File: config.mk
export PLATFORM = sky130hd
export DESIGN_NAME = playfair_digraph_cipher
export DESIGN_NICKNAME = d
export VERILOG_FILES = /design/src/hw/rtl/pfc_pkg.sv /design/src/hw/rtl/playfair_digraph_cipher.sv /design/src/hw/rtl/pfc_front.sv /design/src/hw/rtl/pfc_cmd_queue.sv /design/src/hw/rtl/pfc_back.sv
export SDC_FILE = /design/constraint.sdc
export NUM_CORES = 1
export LEC_CHECK = 0
export BUFFER_PORTS_ARGS = -buffer_cell sky130_fd_sc_hd__buf_4
export CAP_MARGIN = 20
export CORE_MARGIN = 3
export CORE_UTILIZATION = 40
export DETAILED_ROUTE_END_ITERATION = 10
export PLACE_DENSITY_LB_ADDON = 0.12
export SLEW_MARGIN = 20
export SYNTH_ARGS = -nofsm -noshare
export SYNTH_HDL_FRONTEND = slang
export SYNTH_HIERARCHICAL = 1
export SYNTH_SLANG_ARGS = --single-unit
export TNS_END_PERCENT = 10
File: constraint.sdc
create_clock -name clock -period 13.7 [get_ports clock]
set_input_delay 3.425 -clock clock [delete_from_list [all_inputs] [get_ports clock]]
set_output_delay 3.425 -clock clock [all_outputs]
set_load 0.01 [all_outputs]
File: src/hw/rtl/pfc_pkg.sv
package pfc_pkg;

   localparam int CHAR_W    = 8;
   localparam int POS_W     = 5;
   localparam int RC_W      = 3;
   // Held-gap length field; covers the largest supported store of 63 entries.
   localparam int GAP_LEN_W = 6;

   localparam logic [POS_W-1:0] POS_X = 5'd23;

   // Register byte address of decrypt_mode.
   localparam logic CSR_DECRYPT_MODE = 1'b0;

   typedef struct packed {
      logic [CHAR_W-1:0]    char_a;
      logic [CHAR_W-1:0]    char_b;
      logic                 has_b;
      logic [GAP_LEN_W-1:0] gap_len;
      logic                 flag;
   } cmd_type;

   typedef struct packed {
      logic             hit;
      logic [POS_W-1:0] pos;
   } lookup_type;

   // Position of an uppercase letter in the MONARCHY square; J folds onto I.
   function automatic lookup_type letter_pos(input logic [CHAR_W-1:0] ch);
      lookup_type r;
      r.hit = 1'b1;
      r.pos = '0;
      unique case (ch)
         "M": r.pos = 5'd0;
         "O": r.pos = 5'd1;
         "N": r.pos = 5'd2;
         "A": r.pos = 5'd3;
         "R": r.pos = 5'd4;
         "C": r.pos = 5'd5;
         "H": r.pos = 5'd6;
         "Y": r.pos = 5'd7;
         "B": r.pos = 5'd8;
         "D": r.pos = 5'd9;
         "E": r.pos = 5'd10;
         "F": r.pos = 5'd11;
         "G": r.pos = 5'd12;
         "I": r.pos = 5'd13;
         "J": r.pos = 5'd13;
         "K": r.pos = 5'd14;
         "L": r.pos = 5'd15;
         "P": r.pos = 5'd16;
         "Q": r.pos = 5'd17;
         "S": r.pos = 5'd18;
         "T": r.pos = 5'd19;
         "U": r.pos = 5'd20;
         "V": r.pos = 5'd21;
         "W": r.pos = 5'd22;
         "X": r.pos = 5'd23;
         "Z": r.pos = 5'd24;
         default: r.hit = 1'b0;
      endcase
      return r;
   endfunction

   function automatic logic [CHAR_W-1:0] square_char(input logic [POS_W-1:0] pos);
      logic [CHAR_W-1:0] c;
      unique case (pos)
         5'd0:  c = "M";
         5'd1:  c = "O";
         5'd2:  c = "N";
         5'd3:  c = "A";
         5'd4:  c = "R";
         5'd5:  c = "C";
         5'd6:  c = "H";
         5'd7:  c = "Y";
         5'd8:  c = "B";
         5'd9:  c = "D";
         5'd10: c = "E";
         5'd11: c = "F";
         5'd12: c = "G";
         5'd13: c = "I";
         5'd14: c = "K";
         5'd15: c = "L";
         5'd16: c = "P";
         5'd17: c = "Q";
         5'd18: c = "S";
         5'd19: c = "T";
         5'd20: c = "U";
         5'd21: c = "V";
         5'd22: c = "W";
         5'd23: c = "X";
         5'd24: c = "Z";
         default: c = "Z";
      endcase
      return c;
   endfunction

   function automatic logic [RC_W-1:0] pos_row(input logic [POS_W-1:0] pos);
      logic [RC_W-1:0] r;
      if (pos < 5'd5) begin
         r = 3'd0;
      end else if (pos < 5'd10) begin
         r = 3'd1;
      end else if (pos < 5'd15) begin
         r = 3'd2;
      end else if (pos < 5'd20) begin
         r = 3'd3;
      end else begin
         r = 3'd4;
      end
      return r;
   endfunction

   function automatic logic [POS_W-1:0] row_col_pos(input logic [RC_W-1:0] row,
                                                    input logic [RC_W-1:0] col);
      logic [POS_W-1:0] r5;
      r5 = {row, 2'b00};
      return POS_W'(r5 + POS_W'(row) + POS_W'(col));
   endfunction

   function automatic logic [RC_W-1:0] pos_col(input logic [POS_W-1:0] pos);
      logic [POS_W-1:0] base;
      base = row_col_pos(pos_row(pos), 3'd0);
      return RC_W'(pos - base);
   endfunction

   // One place along a row or column of five, backward when decrypting.
   function automatic logic [RC_W-1:0] wrap_step(input logic [RC_W-1:0] x,
                                                 input logic dec);
      logic [RC_W-1:0] r;
      if (dec) begin
         r = (x == 3'd0) ? 3'd4 : RC_W'(x - 3'd1);
      end else begin
         r = (x == 3'd4) ? 3'd0 : RC_W'(x + 3'd1);
      end
      return r;
   endfunction

endpackage

File: src/hw/rtl/playfair_digraph_cipher.sv
// A request's first result passes the request queue, the back end's command register and
// the output stage to reach the rsp_ ports. Throughput: one result per cycle from the
// output stage while pop is held high; one request per cycle while the two-entry request
// queue has room. A request that releases n held bytes keeps push blocked until the back
// end has read them. Reset (synchronous, active high) clears pairing state, the overflow
// flag, the queue, the output stage and decrypt_mode; the gap store is not cleared.
module playfair_digraph_cipher #(
   parameter int GAP_DEPTH = 16
) (
   input  logic                          clock,
   input  logic                          reset,
   input  logic                          push,
   output logic                          full,
   input  logic [pfc_pkg::CHAR_W-1:0]    req_in_char,
   input  logic                          req_end_of_text,
   output logic                          empty,
   input  logic                          pop,
   output logic [pfc_pkg::CHAR_W-1:0]    rsp_out_char,
   output logic                          rsp_run_last,
   output logic                          rsp_gap_overflowed,
   input  logic                          psel,
   input  logic                          penable,
   input  logic                          pwrite,
   input  logic                          paddr,
   input  logic [31:0]                   pwdata,
   output logic [31:0]                   prdata,
   output logic                          pready
);

   localparam int AW = (GAP_DEPTH > 1) ? $clog2(GAP_DEPTH) : 1;
   localparam int CW = $clog2(GAP_DEPTH + 1);

   logic                          decrypt_ff, decrypt_in;
   logic                          q_push, q_full, q_pop, q_empty;
   pfc_pkg::cmd_type              q_wdata, q_rdata;
   logic                          gap_done;
   logic                          mem_we;
   logic [AW-1:0]                 mem_waddr;
   logic [pfc_pkg::CHAR_W-1:0]    mem_wdata;

   assign pready     = 1'b1;
   assign decrypt_in = (psel && penable && pwrite && paddr == pfc_pkg::CSR_DECRYPT_MODE) ?
                       pwdata[0] : decrypt_ff;
   assign prdata     = (paddr == pfc_pkg::CSR_DECRYPT_MODE) ? {31'b0, decrypt_ff} : '0;

   always_ff @(posedge clock) begin
      if (reset) begin
         decrypt_ff <= 1'b0;
      end else begin
         decrypt_ff <= decrypt_in;
      end
   end

   pfc_front #(
      .GAP_DEPTH(GAP_DEPTH),
      .AW       (AW),
      .CW       (CW)
   ) u_front (
      .clock          (clock),
      .reset          (reset),
      .decrypt_mode   (decrypt_ff),
      .req_push       (push),
      .req_in_char    (req_in_char),
      .req_end_of_text(req_end_of_text),
      .full           (full),
      .q_push         (q_push),
      .q_data         (q_wdata),
      .q_full         (q_full),
      .gap_done       (gap_done),
      .mem_we         (mem_we),
      .mem_waddr      (mem_waddr),
      .mem_wdata      (mem_wdata)
   );

   pfc_cmd_queue u_queue (
      .clock    (clock),
      .reset    (reset),
      .push     (q_push),
      .push_data(q_wdata),
      .q_full   (q_full),
      .pop      (q_pop),
      .pop_data (q_rdata),
      .q_empty  (q_empty)
   );

   pfc_back #(
      .GAP_DEPTH(GAP_DEPTH),
      .AW       (AW),
      .CW       (CW)
   ) u_back (
      .clock             (clock),
      .reset             (reset),
      .q_data            (q_rdata),
      .q_empty           (q_empty),
      .q_pop             (q_pop),
      .gap_done          (gap_done),
      .mem_we            (mem_we),
      .mem_waddr         (mem_waddr),
      .mem_wdata         (mem_wdata),
      .rsp_empty         (empty),
      .rsp_pop           (pop),
      .rsp_out_char      (rsp_out_char),
      .rsp_run_last      (rsp_run_last),
      .rsp_gap_overflowed(rsp_gap_overflowed)
   );

endmodule

File: src/hw/rtl/pfc_front.sv
module pfc_front #(
   parameter int GAP_DEPTH = 16,
   parameter int AW        = 4,
   parameter int CW        = 5
) (
   input  logic                          clock,
   input  logic                          reset,
   input  logic                          decrypt_mode,
   input  logic                          req_push,
   input  logic [pfc_pkg::CHAR_W-1:0]    req_in_char,
   input  logic                          req_end_of_text,
   output logic                          full,
   output logic                          q_push,
   output pfc_pkg::cmd_type              q_data,
   input  logic                          q_full,
   input  logic                          gap_done,
   output logic                          mem_we,
   output logic [AW-1:0]                 mem_waddr,
   output logic [pfc_pkg::CHAR_W-1:0]    mem_wdata
);

   logic                          pend_valid_ff, pend_valid_in;
   logic [pfc_pkg::POS_W-1:0]     pend_pos_ff, pend_pos_in;
   logic [CW-1:0]                 gap_cnt_ff, gap_cnt_in;
   logic                          ovf_ff, ovf_in;
   logic                          gap_busy_ff, gap_busy_in;

   logic                          accept;
   logic [pfc_pkg::CHAR_W-1:0]    up;
   pfc_pkg::lookup_type           lk;
   logic                          store_ok;
   logic [CW-1:0]                 cnt_inc;
   logic [pfc_pkg::RC_W-1:0]      ar, ac, br, bc;
   logic [pfc_pkg::POS_W-1:0]     ra, rb;

   assign full   = q_full || gap_busy_ff;
   assign accept = req_push && !full;

   assign up = (req_in_char >= "a" && req_in_char <= "z") ?
               pfc_pkg::CHAR_W'(req_in_char - 8'd32) : req_in_char;
   assign lk       = pfc_pkg::letter_pos(up);
   assign store_ok = gap_cnt_ff < GAP_DEPTH;
   assign cnt_inc  = CW'(gap_cnt_ff + 1'b1);

   assign ar = pfc_pkg::pos_row(pend_pos_ff);
   assign ac = pfc_pkg::pos_col(pend_pos_ff);
   assign br = pfc_pkg::pos_row(lk.pos);
   assign bc = pfc_pkg::pos_col(lk.pos);

   always_comb begin
      priority if (!decrypt_mode && pend_pos_ff == lk.pos) begin
         ra = pend_pos_ff;
         rb = pfc_pkg::POS_X;
      end else if (ar == br) begin
         ra = pfc_pkg::row_col_pos(ar, pfc_pkg::wrap_step(ac, decrypt_mode));
         rb = pfc_pkg::row_col_pos(br, pfc_pkg::wrap_step(bc, decrypt_mode));
      end else if (ac == bc) begin
         ra = pfc_pkg::row_col_pos(pfc_pkg::wrap_step(ar, decrypt_mode), ac);
         rb = pfc_pkg::row_col_pos(pfc_pkg::wrap_step(br, decrypt_mode), bc);
      end else begin
         ra = pfc_pkg::row_col_pos(ar, bc);
         rb = pfc_pkg::row_col_pos(br, ac);
      end
   end

   always_comb begin
      pend_valid_in = pend_valid_ff;
      pend_pos_in   = pend_pos_ff;
      gap_cnt_in    = gap_cnt_ff;
      ovf_in        = ovf_ff;
      gap_busy_in   = gap_busy_ff && !gap_done;
      q_push        = 1'b0;
      q_data        = '0;
      mem_we        = 1'b0;
      mem_waddr     = gap_cnt_ff[AW-1:0];
      mem_wdata     = req_in_char;
      if (accept) begin
         if (lk.hit) begin
            priority if (pend_valid_ff) begin
               q_push         = 1'b1;
               q_data.char_a  = pfc_pkg::square_char(ra);
               q_data.char_b  = pfc_pkg::square_char(rb);
               q_data.has_b   = 1'b1;
               q_data.gap_len = pfc_pkg::GAP_LEN_W'(gap_cnt_ff);
               q_data.flag    = ovf_ff;
               pend_valid_in  = 1'b0;
               pend_pos_in    = '0;
               gap_cnt_in     = '0;
            end else if (req_end_of_text) begin
               q_push        = 1'b1;
               q_data.char_a = pfc_pkg::square_char(lk.pos);
               q_data.flag   = ovf_ff;
            end else begin
               pend_valid_in = 1'b1;
               pend_pos_in   = lk.pos;
            end
         end else if (!pend_valid_ff) begin
            q_push        = 1'b1;
            q_data.char_a = req_in_char;
            q_data.flag   = ovf_ff;
         end else begin
            // hold the byte behind the waiting letter, or drop it when full
            if (store_ok) begin
               mem_we     = 1'b1;
               gap_cnt_in = cnt_inc;
            end else begin
               ovf_in = 1'b1;
            end
            if (req_end_of_text) begin
               q_push         = 1'b1;
               q_data.char_a  = pfc_pkg::square_char(pend_pos_ff);
               q_data.gap_len = pfc_pkg::GAP_LEN_W'(gap_cnt_in);
               q_data.flag    = ovf_in;
               pend_valid_in  = 1'b0;
               pend_pos_in    = '0;
               gap_cnt_in     = '0;
            end
         end
      end
      // stall while the back end still reads held bytes
      if (q_push && q_data.gap_len != '0) begin
         gap_busy_in = 1'b1;
      end
   end

   always_ff @(posedge clock) begin
      if (reset) begin
         pend_valid_ff <= 1'b0;
         pend_pos_ff   <= '0;
         gap_cnt_ff    <= '0;
         ovf_ff        <= 1'b0;
         gap_busy_ff   <= 1'b0;
      end else begin
         pend_valid_ff <= pend_valid_in;
         pend_pos_ff   <= pend_pos_in;
         gap_cnt_ff    <= gap_cnt_in;
         ovf_ff        <= ovf_in;
         gap_busy_ff   <= gap_busy_in;
      end
   end

endmodule

File: src/hw/rtl/pfc_cmd_queue.sv
module pfc_cmd_queue (
   input  logic             clock,
   input  logic             reset,
   input  logic             push,
   input  pfc_pkg::cmd_type push_data,
   output logic             q_full,
   input  logic             pop,
   output pfc_pkg::cmd_type pop_data,
   output logic             q_empty
);

   pfc_pkg::cmd_type slot_ff [2];
   logic             wr_ptr_ff, wr_ptr_in;
   logic             rd_ptr_ff, rd_ptr_in;
   logic [1:0]       cnt_ff, cnt_in;
   logic             do_push, do_pop;

   assign q_full   = cnt_ff == 2'd2;
   assign q_empty  = cnt_ff == 2'd0;
   assign pop_data = slot_ff[rd_ptr_ff];
   assign do_push  = push && !q_full;
   assign do_pop   = pop && !q_empty;

   always_comb begin
      wr_ptr_in = do_push ? !wr_ptr_ff : wr_ptr_ff;
      rd_ptr_in = do_pop ? !rd_ptr_ff : rd_ptr_ff;
      cnt_in    = cnt_ff;
      if (do_push && !do_pop) begin
         cnt_in = 2'(cnt_ff + 2'd1);
      end else if (do_pop && !do_push) begin
         cnt_in = 2'(cnt_ff - 2'd1);
      end
   end

   always_ff @(posedge clock) begin
      if (do_push) begin
         slot_ff[wr_ptr_ff] <= push_data;
      end
   end

   always_ff @(posedge clock) begin
      if (reset) begin
         wr_ptr_ff <= 1'b0;
         rd_ptr_ff <= 1'b0;
         cnt_ff    <= '0;
      end else begin
         wr_ptr_ff <= wr_ptr_in;
         rd_ptr_ff <= rd_ptr_in;
         cnt_ff    <= cnt_in;
      end
   end

endmodule

File: src/hw/rtl/pfc_back.sv
module pfc_back #(
   parameter int GAP_DEPTH = 16,
   parameter int AW        = 4,
   parameter int CW        = 5
) (
   input  logic                          clock,
   input  logic                          reset,
   input  pfc_pkg::cmd_type              q_data,
   input  logic                          q_empty,
   output logic                          q_pop,
   output logic                          gap_done,
   input  logic                          mem_we,
   input  logic [AW-1:0]                 mem_waddr,
   input  logic [pfc_pkg::CHAR_W-1:0]    mem_wdata,
   output logic                          rsp_empty,
   input  logic                          rsp_pop,
   output logic [pfc_pkg::CHAR_W-1:0]    rsp_out_char,
   output logic                          rsp_run_last,
   output logic                          rsp_gap_overflowed
);

   localparam logic [1:0] PH_IDLE = 2'd0;
   localparam logic [1:0] PH_A    = 2'd1;
   localparam logic [1:0] PH_GAP  = 2'd2;
   localparam logic [1:0] PH_B    = 2'd3;

   logic [pfc_pkg::CHAR_W-1:0]    gap_mem [GAP_DEPTH];
   logic [pfc_pkg::CHAR_W-1:0]    rd_data_ff;
   logic [AW-1:0]                 rd_addr;

   logic [1:0]                    ph_ff, ph_in;
   pfc_pkg::cmd_type              cmd_ff, cmd_in;
   logic [CW-1:0]                 idx_ff, idx_in, idx_nx;
   logic                          out_valid_ff, out_valid_in;
   logic [pfc_pkg::CHAR_W-1:0]    out_char_ff, out_char_in;
   logic                          out_last_ff, out_last_in;
   logic                          out_flag_ff, out_flag_in;
   logic                          adv, emit, done, gap_end;

   assign rsp_empty          = !out_valid_ff;
   assign rsp_out_char       = out_char_ff;
   assign rsp_run_last       = out_last_ff;
   assign rsp_gap_overflowed = out_flag_ff;

   always_comb begin
      adv          = !out_valid_ff || rsp_pop;
      ph_in        = ph_ff;
      cmd_in       = cmd_ff;
      idx_in       = idx_ff;
      idx_nx       = CW'(idx_ff + 1'b1);
      gap_end      = pfc_pkg::GAP_LEN_W'(idx_nx) == cmd_ff.gap_len;
      out_valid_in = out_valid_ff && !rsp_pop;
      out_char_in  = out_char_ff;
      out_last_in  = out_last_ff;
      out_flag_in  = out_flag_ff;
      emit         = 1'b0;
      done         = 1'b0;
      q_pop        = 1'b0;
      gap_done     = 1'b0;
      unique case (ph_ff)
         PH_IDLE: done = 1'b1;
         PH_A: if (adv) begin
            emit        = 1'b1;
            out_char_in = cmd_ff.char_a;
            out_last_in = !cmd_ff.has_b && cmd_ff.gap_len == '0;
            priority if (cmd_ff.gap_len != '0) begin
               ph_in = PH_GAP;
            end else if (cmd_ff.has_b) begin
               ph_in = PH_B;
            end else begin
               done = 1'b1;
            end
         end
         PH_GAP: if (adv) begin
            emit        = 1'b1;
            out_char_in = rd_data_ff;
            out_last_in = !cmd_ff.has_b && gap_end;
            idx_in      = idx_nx;
            if (gap_end) begin
               gap_done = 1'b1;
               if (cmd_ff.has_b) begin
                  ph_in = PH_B;
               end else begin
                  done = 1'b1;
               end
            end
         end
         PH_B: if (adv) begin
            emit        = 1'b1;
            out_char_in = cmd_ff.char_b;
            out_last_in = 1'b1;
            done        = 1'b1;
         end
      endcase
      if (emit) begin
         out_valid_in = 1'b1;
         out_flag_in  = cmd_ff.flag;
      end
      // advance straight to the next request when this one is finished
      if (done) begin
         if (!q_empty) begin
            q_pop  = 1'b1;
            cmd_in = q_data;
            ph_in  = PH_A;
            idx_in = '0;
         end else begin
            ph_in = PH_IDLE;
         end
      end
   end

   assign rd_addr = (idx_in < GAP_DEPTH) ? idx_in[AW-1:0] : '0;

   always_ff @(posedge clock) begin
      if (mem_we) begin
         gap_mem[mem_waddr] <= mem_wdata;
      end
      rd_data_ff <= gap_mem[rd_addr];
   end

   always_ff @(posedge clock) begin
      cmd_ff      <= cmd_in;
      out_char_ff <= out_char_in;
      out_last_ff <= out_last_in;
      out_flag_ff <= out_flag_in;
   end

   always_ff @(posedge clock) begin
      if (reset) begin
         ph_ff        <= PH_IDLE;
         idx_ff       <= '0;
         out_valid_ff <= 1'b0;
      end else begin
         ph_ff        <= ph_in;
         idx_ff       <= idx_in;
         out_valid_ff <= out_valid_in;
      end
   end

endmodule

==> metrics <==
area post-placement 15160 um2; vias per cell 5.676; Pwr per Cell Area 138.9 nW/um2; TritonCTS buffer count 27; Worst EP arrival 9740 ps; period utilization 68.58%; Routed Antenna Nets 0; drt total wl 37110 um; Synth Area in Compound Gates 18.74%; final hold vios 0; fmax 106.4 MHz; Synth Area in Adders 7.105%; area growth from synthesis to layout 8.335%; Final TNS setup 0 ps; Yosys top cell by area edfxtp_1; post_cts resized 0; most common cell in the netlist edfxtp_1; clock period minus worst slack 9396 ps; Slew headroom 27.45%; WHS 467.4 ps; met3 usage 1.931%; Seq cells post-synth 250; cts-stage hold buffer count 0; clock sinks 250; Final Instance Area 16080 um2; setup slack after layout 4304 ps; worst path bufs/invs 3; Sw Share 28.92%; fin nets 1466; Comb pwr share 22.1%; Total GRT Usage 18.51%; Post-synth EDFFs 210; Post-Synth Simple-Gate Area 12.87%; Ports 94; # rows 69; clock skew 16.26 ps; Initial Utilization 41.14%; kind of end point of the critical path flip-flop; CTS Root Cell clkbuf_16; vias in the first global route 9883; Synth Area in XOR/XNOR 2.916%; via count 10.33k; share of cells above drive strength 1 13.76%; crit-path max FO 18; NetSw 0.6462 mW; Core ar. 36090 um2; MaxCap Viol Count 0; fillers 3416; count of final setup violators 0; CP top delay family compound AO/OA/AOI/OAI gates; met2 Usage GRT 30.57%; Post-Syn Area 14850 um2; mux contribution to synthesized area 4.332%; largest family of logic cells by synthesized area compound AO/OA/AOI/OAI gates; antenna violations before repair 0; Clock Latency Late Sink 540 ps; dpl hpwl 25280 um; DIE AREA 39460 um2; synth warn 6; post-synthesis cell type count 112; Reg power frac 44.6%; total power 2.234 mW; GRT overflow 0; TritonCTS clock tree built; Iter 0 DRT Violations 643; Worst path slowest cell a31oi_1; Die X 198.7 um; Top Usage Layer GRT met2; synthesized area per cell 11.03 um2; Avg WL per Cell 20.39 um; first-pass GRT wire length 57460 um; drc violations 0; top cells by area, synth edfxtp_1 (42%), ha_1 (5.8%), dfxtp_1 (5.4%), mux2_2 (3.0%), buf_4 (2.9%); Final Core Density 44.57%; Post-synth ARST share 0%; WP data required 14040 ps; CP Launch Type input pin; Least-Margin Pin Slew 1084 ps; global routing usage on met1 26.04%; largest net degree at the start of global routing 50; Seq/Total Area, Yosys 47.87%; drt first pass iters 5; most frequent cells after synthesis edfxtp_1 (210), nand2_1 (108), nor2_1 (100); IO buf count 30; Peak VDD IR 88.01 uV; Critical Setup Path Class in -> reg; Synth Flop Type edfxtp_1; crit-path cells buf_4 > inv_1 > ha_1 > o21ai_0 > nor3b_4 > nand2_1 > nor2_1 > inv_1 > fa_1 > xor2_1 > xnor2_1 > xnor2_1 > ha_1 > ha_1 > a21o_1 > a21oi_1 > xnor2_1 > a211oi_1 > a31oi_1 > o211ai_1 > a31oi_1; DP Worst Slack 3822 ps; placed insts 1770; GP Congestion 0.8238; status finished, final reports clean; non-filler cells in the finished layout 1820; P_leak 5.962 nW; internal power 1.588 mW; antenna cell count 0; Reg clk slew, reported paths 60 ps; Clock Power Share 33.3%; Post-CTS Setup Bufs 0; die height 198.7 um; Syn Inst Count 1346; worst min path class reg -> reg; share of the synthesized area in the top cell type 42.48%; fin. max-slew vios 0; CP max stage delay 760 ps; Clock Tree Buf Depth 3; RSZ-0062 raised after global routing no; H-tree levels 1
## flip-flops by register name, indices dropped and copies added, names as in the netlist, 2 cells and up, named ones only
name	count
u_back/cmd_ff	24
u_back/gap_mem	128
u_back/idx_ff	5
u_back/ph_ff	2
u_back/rd_data_ff	8
u_back/rsp_out_char	8
u_front/gap_cnt_ff	5
u_front/pend_pos_ff	5
u_queue/cnt_ff	2
u_queue/slot_ff	48
## layout make-up
| cell class | count | area (um2) | share of cell area [%] |
|---|---|---|---|
| Inverter | 49 | 183.9 | 1.144 |
| Clock buffer | 34 | 701.9 | 4.364 |
| Clock inverter | 15 | 197.7 | 1.229 |
| Sequential cell | 250 | 7107 | 44.19 |
| Tap cell | 461 | 576.8 | 3.586 |
| Multi-Input combinational cell | 966 | 6970 | 43.34 |
| Timing Repair Buffer | 45 | 345.3 | 2.147 |
## cells in the final DEF, fill, tap and decap left out, types with 15 or more instances in the layout
cell type / Yosys / final
conb_1: 3 / 35
nor3_1: 31 / 30
nor2_1: 100 / 97
clkbuf_16: 0 / 27
mux2i_1: 17 / 17
a21o_1: 25 / 25
nand2b_1: 28 / 28
edfxtp_1: 210 / 210
buf_4: 57 / 44
nand3_1: 21 / 21
o21ai_0: 36 / 36
ha_1: 69 / 69
xnor2_1: 30 / 30
inv_1: 48 / 48
nand2_1: 108 / 108
mux2_2: 40 / 40
o211ai_1: 19 / 19
a22oi_1: 23 / 23
o221ai_1: 16 / 16
a211oi_1: 19 / 19
dfxtp_1: 40 / 40
a21oi_1: 74 / 74
a31oi_1: 15 / 15
## worst register-to-register path, delay by kind of cell, from the launching register on
kind	cells	cell delay, ps
flops	1	600
compound gates	7	1410
fa+ha+maj	6	1860
xor+xnor	2	660
buf+inv	5	710
simple gates	3	690
## cell families after synthesis
family	Yosys count
AND/OR/NAND/NOR	376
AO/OA/AOI/OAI	372
flip-flops	250
buffers and inverters	162
adder cells (fa/ha/maj)	79
multiplexers	58
XOR/XNOR	46
other	3
## worst paths after layout
kind	start	end	slack (ps)	depth (start not counted)
setup / recovery	req_in_char[6]	u_queue/slot_ff[0][8]$_DFFE_PP_	4300	21
hold / removal	u_back/cmd_ff[0]$_DFFE_PP_	u_back/rsp_gap_overflowed$_DFFE_PP_	470	0
setup reg to reg	u_front/pend_pos_ff[1]$_SDFFE_PP0P_	u_queue/slot_ff[0][17]$_DFFE_PP_	7520	23
hold reg to reg	u_back/cmd_ff[0]$_DFFE_PP_	u_back/rsp_gap_overflowed$_DFFE_PP_	470	0
## power by group through the flow
stage          registers, mW  clock network [mW]  logic (mW)
6_report               0.996               0.744       0.494
5_1_grt                 1.01               0.793       0.550
4_1_cts                0.998               0.764       0.496
3_5_place_dp            1.01                   0       0.494
3_3_place_gp            1.01                   0       0.488
2_1_floorplan           1.00                   0       0.365
## per-layer routing
metal  up-vias  wire [um]  part of all wire, %
met2       228      17320                   47
met4         0        857                  2.3
met1      5037      17270                   47
li1       5012          -                    -
met5         -          0                    0
met3        53       1657                  4.5
No activity file was read; power rests on OpenSTA's default activity.
